$ cat src/hdl/aod_pkg.sv
// ----------------------------------------------------------------------------
// Orientation detector package
// Shared constants, codes, types and helper functions for the accelerometer
// orientation detector.
// ----------------------------------------------------------------------------
package aod_pkg;

	// Sample history and averaging.
	localparam int HIST_DEPTH  = 4;
	localparam int SAMPLE_W    = 16;
	localparam int LIMIT_W     = 15;
	localparam int DIV         = HIST_DEPTH + 1;
	localparam int SUM_W       = SAMPLE_W + $clog2(DIV);
	localparam int MAG_W       = SUM_W;
	localparam int RECIP_SHIFT = MAG_W + $clog2(DIV) + 1;
	localparam int PROD_W      = MAG_W + RECIP_SHIFT;
	localparam logic [RECIP_SHIFT-1:0] RECIP =
		RECIP_SHIFT'(((64'd1 << RECIP_SHIFT) + 64'(DIV) - 64'd1) / 64'(DIV));

	// Decision tick counter.
	localparam int TICK_W = 2;

	// Queue between the front and the back.
	localparam int QDEPTH = 2;
	localparam int QCNT_W = $clog2(QDEPTH + 1);
	localparam int QPTR_W = (QDEPTH > 1) ? $clog2(QDEPTH) : 1;

	// Configuration register indexes.
	localparam int CFG_IDX_W = 2;
	localparam logic [CFG_IDX_W-1:0] REG_CHANGE_LIMIT = 2'd0;
	localparam logic [CFG_IDX_W-1:0] REG_FLAT_LIMIT   = 2'd1;
	localparam logic [CFG_IDX_W-1:0] REG_MARGIN       = 2'd2;

	// Configuration reset values.
	localparam logic [LIMIT_W-1:0] CHANGE_LIMIT_RST = 15'd410;
	localparam logic [LIMIT_W-1:0] FLAT_LIMIT_RST   = 15'd3686;
	localparam logic [LIMIT_W-1:0] MARGIN_RST       = 15'd410;

	// Orientation codes.
	typedef enum logic [1:0] {
		ORIENT_YPOS = 2'd0,
		ORIENT_XPOS = 2'd1,
		ORIENT_YNEG = 2'd2,
		ORIENT_XNEG = 2'd3
	} orient_t;

	// Work item handed from the front to the back.
	typedef struct packed {
		logic signed [SUM_W-1:0] sum_x;
		logic signed [SUM_W-1:0] sum_y;
		logic signed [SUM_W-1:0] sum_z;
		logic                    decide;
		orient_t                 orient;
	} work_t;

	// Queue status seen by the front, the back and the top level.
	typedef struct packed {
		logic              full;
		logic              empty;
		logic [QCNT_W-1:0] count;
	} q_stat_t;

	// Magnitude of a signed sample, one bit wider so that the most negative
	// value is represented.
	function automatic logic [SAMPLE_W:0] mag_of(input logic signed [SAMPLE_W-1:0] v);
		logic signed [SAMPLE_W:0] w;
		w = (SAMPLE_W + 1)'(v);
		return $unsigned(v[SAMPLE_W-1] ? -w : w);
	endfunction

endpackage

$ cat src/hdl/aod_front.sv
// ----------------------------------------------------------------------------
// Orientation detector front
// Accepts samples, keeps the sample history, forms the window sums and
// classifies each sample for the orientation decision.
// ----------------------------------------------------------------------------
module aod_front
	import aod_pkg::*;
(
	input  logic                       clk,
	input  logic                       arst_n,
	input  logic                       cfg_we,
	input  logic [CFG_IDX_W-1:0]       cfg_index,
	input  logic [LIMIT_W-1:0]         cfg_data,
	input  logic                       in_valid,
	output logic                       in_ready,
	input  logic signed [SAMPLE_W-1:0] raw_first,
	input  logic signed [SAMPLE_W-1:0] raw_second,
	input  logic signed [SAMPLE_W-1:0] raw_third,
	input  q_stat_t                    q_stat,
	output logic                       push,
	output work_t                      push_data
);

	logic [LIMIT_W-1:0]         change_limit_q;
	logic [LIMIT_W-1:0]         flat_limit_q;
	logic [LIMIT_W-1:0]         margin_q;
	logic signed [SAMPLE_W-1:0] hist_x_q [HIST_DEPTH];
	logic signed [SAMPLE_W-1:0] hist_y_q [HIST_DEPTH];
	logic signed [SAMPLE_W-1:0] hist_z_q [HIST_DEPTH];
	logic [TICK_W-1:0]          tick_q;
	logic [TICK_W-1:0]          tick_next;

	logic signed [SAMPLE_W-1:0] x, y, z;
	logic signed [SUM_W-1:0]    sum_x, sum_y, sum_z;
	logic [SAMPLE_W:0]          ax, ay, az;
	logic [SAMPLE_W:0]          px, py, pz;
	logic [SAMPLE_W:0]          gap;
	logic                       fast_any;
	logic                       flat;
	logic                       eval;
	orient_t                    orient;

	// Absolute difference of two magnitudes.
	function automatic logic [SAMPLE_W:0] moved(input logic [SAMPLE_W:0] a,
		input logic [SAMPLE_W:0] b);
		return (a >= b) ? (a - b) : (b - a);
	endfunction

	// The queue decouples the front from the back.
	assign in_ready = !q_stat.full;
	assign push     = in_valid && in_ready;

	// The first two sensor axes are swapped on entry.
	assign x = raw_second;
	assign y = raw_first;
	assign z = raw_third;

	// Window sums over the new sample and the history.
	always_comb begin
		sum_x = SUM_W'(x);
		sum_y = SUM_W'(y);
		sum_z = SUM_W'(z);
		for (int i = 0; i < HIST_DEPTH; i++) begin
			sum_x = sum_x + SUM_W'(hist_x_q[i]);
			sum_y = sum_y + SUM_W'(hist_y_q[i]);
			sum_z = sum_z + SUM_W'(hist_z_q[i]);
		end
	end

	// Classification: motion, flat position and dominant axis.
	always_comb begin
		ax = mag_of(x);
		ay = mag_of(y);
		az = mag_of(z);
		px = mag_of(hist_x_q[0]);
		py = mag_of(hist_y_q[0]);
		pz = mag_of(hist_z_q[0]);
		fast_any = (moved(px, ax) > (SAMPLE_W + 1)'(change_limit_q)) ||
			(moved(py, ay) > (SAMPLE_W + 1)'(change_limit_q)) ||
			(moved(pz, az) > (SAMPLE_W + 1)'(change_limit_q));
		flat = az > (SAMPLE_W + 1)'(flat_limit_q);
		tick_next = tick_q + 1'b1;
		eval = (tick_next == '0);
		if (ax > ay) begin
			gap    = ax - ay;
			orient = x[SAMPLE_W-1] ? ORIENT_XNEG : ORIENT_XPOS;
		end else begin
			gap    = ay - ax;
			orient = y[SAMPLE_W-1] ? ORIENT_YNEG : ORIENT_YPOS;
		end
	end

	always_comb begin
		push_data.sum_x  = sum_x;
		push_data.sum_y  = sum_y;
		push_data.sum_z  = sum_z;
		push_data.decide = eval && !fast_any && !flat &&
			!(gap < (SAMPLE_W + 1)'(margin_q));
		push_data.orient = orient;
	end

	// Configuration registers.
	always_ff @(posedge clk or negedge arst_n) begin
		if (!arst_n) begin
			change_limit_q <= CHANGE_LIMIT_RST;
			flat_limit_q   <= FLAT_LIMIT_RST;
			margin_q       <= MARGIN_RST;
		end else if (cfg_we) begin
			unique case (cfg_index)
				REG_CHANGE_LIMIT: change_limit_q <= cfg_data;
				REG_FLAT_LIMIT:   flat_limit_q   <= cfg_data;
				REG_MARGIN:       margin_q       <= cfg_data;
				default: ;
			endcase
		end
	end

	// Sample history delay lines and the tick counter.
	always_ff @(posedge clk or negedge arst_n) begin
		if (!arst_n) begin
			for (int i = 0; i < HIST_DEPTH; i++) begin
				hist_x_q[i] <= '0;
				hist_y_q[i] <= '0;
				hist_z_q[i] <= '0;
			end
			tick_q <= '0;
		end else if (push) begin
			for (int i = HIST_DEPTH - 1; i > 0; i--) begin
				hist_x_q[i] <= hist_x_q[i-1];
				hist_y_q[i] <= hist_y_q[i-1];
				hist_z_q[i] <= hist_z_q[i-1];
			end
			hist_x_q[0] <= x;
			hist_y_q[0] <= y;
			hist_z_q[0] <= z;
			tick_q      <= tick_next;
		end
	end

endmodule

$ cat src/hdl/aod_queue.sv
// ----------------------------------------------------------------------------
// Orientation detector queue
// Short first-in first-out queue of work items between the front and the
// back.
// ----------------------------------------------------------------------------
module aod_queue
	import aod_pkg::*;
(
	input  logic    clk,
	input  logic    arst_n,
	input  logic    push,
	input  work_t   push_data,
	input  logic    pop,
	output work_t   pop_data,
	output q_stat_t stat
);

	work_t             mem_q [QDEPTH];
	logic [QPTR_W-1:0] wr_ptr_q;
	logic [QPTR_W-1:0] rd_ptr_q;
	logic [QCNT_W-1:0] cnt_q;

	// Pointer advance with wrap at the queue depth.
	function automatic logic [QPTR_W-1:0] next_ptr(input logic [QPTR_W-1:0] p);
		return (p == QPTR_W'(QDEPTH - 1)) ? '0 : p + 1'b1;
	endfunction

	assign pop_data   = mem_q[rd_ptr_q];
	assign stat.full  = (cnt_q == QCNT_W'(QDEPTH));
	assign stat.empty = (cnt_q == '0);
	assign stat.count = cnt_q;

	// Entry storage.
	always_ff @(posedge clk) begin
		if (push) begin
			mem_q[wr_ptr_q] <= push_data;
		end
	end

	// Pointers and fill count.
	always_ff @(posedge clk or negedge arst_n) begin
		if (!arst_n) begin
			wr_ptr_q <= '0;
			rd_ptr_q <= '0;
			cnt_q    <= '0;
		end else begin
			if (push) begin
				wr_ptr_q <= next_ptr(wr_ptr_q);
			end
			if (pop) begin
				rd_ptr_q <= next_ptr(rd_ptr_q);
			end
			if (push && !pop) begin
				cnt_q <= cnt_q + 1'b1;
			end else if (pop && !push) begin
				cnt_q <= cnt_q - 1'b1;
			end
		end
	end

endmodule

$ cat src/hdl/aod_back.sv
// ----------------------------------------------------------------------------
// Orientation detector back
// Divides the window sums into averages, applies the sticky orientation and
// holds the result in the output register.
// ----------------------------------------------------------------------------
module aod_back
	import aod_pkg::*;
(
	input  logic                       clk,
	input  logic                       arst_n,
	input  q_stat_t                    q_stat,
	input  work_t                      pop_data,
	output logic                       pop,
	output logic                       out_valid,
	input  logic                       out_ready,
	output logic signed [SAMPLE_W-1:0] smooth_x,
	output logic signed [SAMPLE_W-1:0] smooth_y,
	output logic signed [SAMPLE_W-1:0] smooth_z,
	output logic [1:0]                 orientation,
	output logic                       decided
);

	logic                       out_valid_q;
	logic signed [SAMPLE_W-1:0] smooth_x_q, smooth_y_q, smooth_z_q;
	logic                       decided_q;
	orient_t                    orient_q;
	logic signed [SAMPLE_W-1:0] avg_x, avg_y, avg_z;

	// Division by the window length, truncating toward zero: the magnitude
	// is multiplied by a rounded-up reciprocal and the sign restored.
	function automatic logic signed [SAMPLE_W-1:0] avg_of(input logic signed [SUM_W-1:0] s);
		logic [MAG_W-1:0]    m;
		logic [PROD_W-1:0]   prod;
		logic [SAMPLE_W-1:0] q;
		m    = $unsigned(s[SUM_W-1] ? -s : s);
		prod = PROD_W'(m) * PROD_W'(RECIP);
		q    = prod[RECIP_SHIFT +: SAMPLE_W];
		return $signed(s[SUM_W-1] ? -q : q);
	endfunction

	assign avg_x = avg_of(pop_data.sum_x);
	assign avg_y = avg_of(pop_data.sum_y);
	assign avg_z = avg_of(pop_data.sum_z);

	// Take the next item when the output register is free or being emptied.
	assign pop = !q_stat.empty && (!out_valid_q || out_ready);

	assign out_valid   = out_valid_q;
	assign smooth_x    = smooth_x_q;
	assign smooth_y    = smooth_y_q;
	assign smooth_z    = smooth_z_q;
	assign orientation = orient_q;
	assign decided     = decided_q;

	// Output valid flag and sticky orientation.
	always_ff @(posedge clk or negedge arst_n) begin
		if (!arst_n) begin
			out_valid_q <= 1'b0;
			orient_q    <= ORIENT_YPOS;
		end else begin
			if (pop) begin
				out_valid_q <= 1'b1;
				if (pop_data.decide) begin
					orient_q <= pop_data.orient;
				end
			end else if (out_ready) begin
				out_valid_q <= 1'b0;
			end
		end
	end

	// Output payload.
	always_ff @(posedge clk) begin
		if (pop) begin
			smooth_x_q <= avg_x;
			smooth_y_q <= avg_y;
			smooth_z_q <= avg_z;
			decided_q  <= pop_data.decide;
		end
	end

endmodule

$ cat src/hdl/accel_orientation_detector.sv
// ----------------------------------------------------------------------------
// Accelerometer orientation detector
// Averages three-axis accelerometer samples over a five-sample window and
// tracks a sticky screen orientation.
// ----------------------------------------------------------------------------
// Usage:
//   Input channel (in_valid/in_ready): one sample per transaction, raw_first
//   and raw_second are the sensor's first two axes (taken as y and x),
//   raw_third is z, all signed with 1 g = 4096.
//   Output channel (out_valid/out_ready): one result per input transaction,
//   in order: the averages per axis, the orientation after this sample and
//   the decided flag, set when the orientation was written on this sample.
//   The block takes one sample per cycle while the queue has room. A result
//   is offered after the accepting edge writes it into the two-entry queue
//   behind the front and a later edge, once the output register is free,
//   moves it into the output register behind the divider.
//   When the receiver stalls, the output register holds its result and the
//   queue fills; in_ready falls once both queue entries are occupied.
//   Reset clears the history to zero, the tick counter and the orientation
//   to zero, loads the default limits and empties the queue and the output.
//   Configuration writes (cfg_we, cfg_index, cfg_data) take effect at the
//   next edge; index 3 is ignored.
// ----------------------------------------------------------------------------
module accel_orientation_detector
	import aod_pkg::*;
(
	input  logic                       clk,
	input  logic                       arst_n,
	input  logic                       cfg_we,
	input  logic [CFG_IDX_W-1:0]       cfg_index,
	input  logic [LIMIT_W-1:0]         cfg_data,
	input  logic                       in_valid,
	output logic                       in_ready,
	input  logic signed [SAMPLE_W-1:0] raw_first,
	input  logic signed [SAMPLE_W-1:0] raw_second,
	input  logic signed [SAMPLE_W-1:0] raw_third,
	output logic                       out_valid,
	input  logic                       out_ready,
	output logic signed [SAMPLE_W-1:0] smooth_x,
	output logic signed [SAMPLE_W-1:0] smooth_y,
	output logic signed [SAMPLE_W-1:0] smooth_z,
	output logic [1:0]                 orientation,
	output logic                       decided
);

	logic    push;
	logic    pop;
	work_t   push_data;
	work_t   pop_data;
	q_stat_t q_stat;

	// Front: accept and classify.
	aod_front u_front (
		.clk        (clk),
		.arst_n     (arst_n),
		.cfg_we     (cfg_we),
		.cfg_index  (cfg_index),
		.cfg_data   (cfg_data),
		.in_valid   (in_valid),
		.in_ready   (in_ready),
		.raw_first  (raw_first),
		.raw_second (raw_second),
		.raw_third  (raw_third),
		.q_stat     (q_stat),
		.push       (push),
		.push_data  (push_data)
	);

	// Queue between front and back.
	aod_queue u_queue (
		.clk       (clk),
		.arst_n    (arst_n),
		.push      (push),
		.push_data (push_data),
		.pop       (pop),
		.pop_data  (pop_data),
		.stat      (q_stat)
	);

	// Back: divide, apply orientation, output register.
	aod_back u_back (
		.clk         (clk),
		.arst_n      (arst_n),
		.q_stat      (q_stat),
		.pop_data    (pop_data),
		.pop         (pop),
		.out_valid   (out_valid),
		.out_ready   (out_ready),
		.smooth_x    (smooth_x),
		.smooth_y    (smooth_y),
		.smooth_z    (smooth_z),
		.orientation (orientation),
		.decided     (decided)
	);

	// An accepted sample leaves at least one item in the queue.
	a_push_fills: assert property (@(posedge clk) disable iff (!arst_n)
		(in_valid && in_ready) |=> (q_stat.count != '0))
		else $error("queue empty right after an accepted sample");

	// A new result only appears when the queue held an item.
	a_out_from_queue: assert property (@(posedge clk) disable iff (!arst_n)
		(out_valid && !$past(out_valid)) |-> $past(!q_stat.empty))
		else $error("result appeared without a queued item");

	// Without a decision the orientation matches the previous result.
	a_sticky: assert property (@(posedge clk) disable iff (!arst_n)
		($past(out_valid && out_ready) && out_valid && !decided) |->
		(orientation == $past(orientation)))
		else $error("orientation changed without a decision");

endmodule

$ cat config.mk
export PLATFORM = sky130hd
export DESIGN_NAME = accel_orientation_detector
export DESIGN_NICKNAME = d
export VERILOG_FILES = /design/src/hdl/aod_pkg.sv /design/src/hdl/aod_front.sv /design/src/hdl/aod_queue.sv /design/src/hdl/aod_back.sv /design/src/hdl/accel_orientation_detector.sv
export SDC_FILE = /design/constraint.sdc
export NUM_CORES = 2
export LEC_CHECK = 0
export BUFFER_PORTS_ARGS = -buffer_cell sky130_fd_sc_hd__buf_2
export CORE_MARGIN = 8
export CORE_UTILIZATION = 60
export CTS_BUF_LIST = sky130_fd_sc_hd__clkbuf_4 sky130_fd_sc_hd__clkbuf_8
export CTS_CLUSTER_DIAMETER = 80
export DETAILED_ROUTE_END_ITERATION = 8
export PLACE_DENSITY = 0.8
export SYNTH_ARGS = -nofsm -noshare
export SYNTH_HDL_FRONTEND = slang
export SYNTH_SLANG_ARGS = --single-unit
$ cat constraint.sdc
create_clock -name clk -period 10.3 [get_ports clk]
set_clock_uncertainty 0.1 [all_clocks]
set_input_delay 2.06 -clock clk [delete_from_list [all_inputs] [get_ports clk]]
set_output_delay 2.06 -clock clk [all_outputs]
set_load 0.05 [all_outputs]
==> results by group <==
Status
  – Status: complete, no violations

Detailed routing
  – DR DRC count: 0
  – Detailed-route via count: 37930
  – Initial DRC count: 2469
  – Via/cell ratio: 5.646
  – Drt total wl: 122200 um
  – ANT nets after route: 0
  – Initial DRT Pass Iterations: 5
  – WL per Instance: 18.19 um

Synthesis
  – Yosys warnings: 0
  – Synth area leaders: ha_1, fa_1, dfrtp_1
  – Post-synth EDFFs: 169
  – Most frequent cell after synthesis: inv_1
  – Sequential area share after synthesis: 22.58%
  – FFs w/ async S/R, synth: 59.28%
  – Synth top cells by count: inv_1, ha_1, nand2_1
  – Syn Area/Cell: 9.110 um2
  – Top cell type's share of synthesized area: 17.81%
  – Post-synth top flop: dfrtp_1
  – Flops & latches, synth: 415
  – Yosys top cell by area: ha_1
  – Mapped Area: 49820 um2
  – Post-Syn Instances: 5469
  – Synth cell types: 105

Placed design
  – Dpl hpwl: 100900 um
  – Placer Congestion: 1.015
  – IO Port Bufs: 122

Min path
  – Worst hold start: u_front.hist_y_q[17]$_DFFE_PN0P_
  – Worst hold path class: reg2reg

Clock tree
  – Clock transition at path regs: 0.06 ns
  – Clk root buf: clkbuf_8
  – Cells resized by post-CTS repair: 0
  – CTS buffer count: 76
  – Max Root-Sink Buffers: 3
  – CTS H-tree depth: 3
  – Number of clock sinks: 415
  – Worst skew pair latency: 0.70 ns
  – CTS Hold Bufs: 0
  – TritonCTS clock tree: built
  – Post-CTS Setup Inserts: 0

Floorplan
  – Die ar.: 92510 um2
  – Die height: 304.2 um
  – DIE WIDTH: 304.2 um
  – I/O pin cnt: 123
  – Starting density of the core: 60.68%
  – CORE AREA: 82110 um2
  – Row count: 105

Worst setup path
  – Max stage delay on crit path: 0.66 ns
  – Cell family with most CP delay: adder cells
  – Worst Path Max Fanout: 30
  – Worst EP arrival: 9.65 ns
  – Worst setup SP type: flip-flop
  – CP Capture Type: flip-flop
  – Req. time, crit path: 10.62 ns
  – CP bufs+invs: 5
  – Slowest cell on the critical path: dfrtp_4
  – Critical path startpoint: u_queue.rd_ptr_q$_DFFE_PN0P_
  – Crit Path Class: reg2reg
  – R2R Path Start: u_queue.rd_ptr_q$_DFFE_PN0P_
  – Crit-path most repeated cell: fa_1

Timing
  – Tmin final: 9.328 ns
  – Max-slew violations: 0
  – Hold Vio Cnt, Final: 0
  – RSZ-0062 raised after global routing: no
  – Tcrit/Tclk final: 90.56%
  – Final Setup Violations: 0
  – Fmax: 0.1072 GHz
  – Worst slew pin tran: 0.9730 ns
  – Worst slew margin: 34.45%
  – Total negative slack: 0 ns

Global route
  – Initial antenna violation count: 12
  – Gr ovfl total: 0
  – First-pass GRT wire length: 199200 um
  – Tot GR Track Use: 26.15%
  – Vias in the first global route: 38880
  – Largest net degree at the start of global routing: 190

Cells and area
  – Fillers: 6633
  – Layout cells sized above 1: 7.535%
  – Final nets: 6770
  – Layout area overhead: 6.957%

Flow run
  – MaxCap Viol Count: 0
-- layout make-up --
cell class / count / area, um2 / area share (%)
antenna: 9 / 22.52 / 0.04226
timing repair buffer: 158 / 890.9 / 1.672
multi-input combinational: 3900 / 34220 / 64.21
clock buffer: 111 / 1365 / 2.562
tap: 1070 / 1339 / 2.512
clock inverter: 29 / 336.6 / 0.6316
inverter: 1027 / 3862 / 7.248
sequential: 415 / 11260 / 21.12
-- state kept, by name (all words and copies together), names as in the netlist, 2 cells and up --
register,count
u_front.flat_limit_q,15
u_queue.cnt_q,2
u_front.hist_x_q,64
u_front.hist_z_q,64
u_front.hist_y_q,64
u_front.tick_q,2
u_front.change_limit_q,15
u_queue.mem_q,120
u_back.smooth_y,16
u_back.orientation,2
u_front.margin_q,15
u_back.smooth_x,16
u_back.smooth_z,16
-- metrics by stage --
stage / std cells / area, um2 / worst slack (ns) / util [%] / hold slack (ns)
floorplan: 5478 / 49860 / 0.6583 / - / 0.3498
global placement: 6570 / 51560 / 0.8411 / 62.80 / 0.3525
detailed placement: 6570 / 51560 / 0.7109 / 62.80 / 0.3611
CTS: 6710 / 53260 / 0.9898 / 64.87 / 0.3583
global route: 6714 / 53270 / 0.3455 / 64.88 / 0.3857
finish: 6719 / 53290 / 0.9721 / 64.90 / 0.3738
-- metal layers --
metal / global-route usage [%] / wire length, um
met2: 43.37 / 56320
met4: 10.21 / 5063
met5: 0 / 21
met3: 3.853 / 6540
met1: 34.48 / 54260
-- cell usage in the layout, fill, tap and decap left out, drive strengths merged, types with 71 or more instances in the layout --
master,netlist,layout
inv,1027,1031
ha,709,709
nand2,583,583
fa,413,413
o21ai,308,308
a21oi,260,260
xnor2,246,246
dfrtp,229,229
nor2,193,193
edfxtp,169,169
buf,36,158
a21o,144,144
clkbuf,100,111
xor2,103,103
nor3,76,76
mux2i,71,71
-- logic make-up after synthesis --
logic type	count (synthesis)	synth area share, %
other	2	0.01507
AND/OR/NAND/NOR	1234	11.72
XOR/XNOR	349	6.135
buffers and inverters	1163	8.863
multiplexers	123	2.617
adder cells (fa/ha/maj)	1122	34.40
AO/OA/AOI/OAI	1061	13.66
flip-flops	415	22.58
-- tightest hold or removal path: stages (launching register included) --
cell	delay (ns)
dfrtp_1	0.34
nand2_1	0.04
o21ai_0	0.06
-- path summary, 6_finish.rpt --
path,slack (ns),depth (start not counted),end
max in group asynchronous,7.13,2,u_queue.rd_ptr_q$_DFFE_PN0P_
max reg2reg,0.97,32,u_back.smooth_y[11]$_DFFE_PP_
min reg2reg,0.37,2,u_front.hist_y_q[1]$_DFFE_PN0P_
max,0.97,32,u_back.smooth_y[11]$_DFFE_PP_
min in group asynchronous,1.32,1,u_front.hist_y_q[56]$_DFFE_PN0P_
min,0.37,2,u_front.hist_y_q[1]$_DFFE_PN0P_
Power is left out: the tool's default activity adds up to more than one toggle a clock period on the data nets, which glitch-free logic cannot reach.
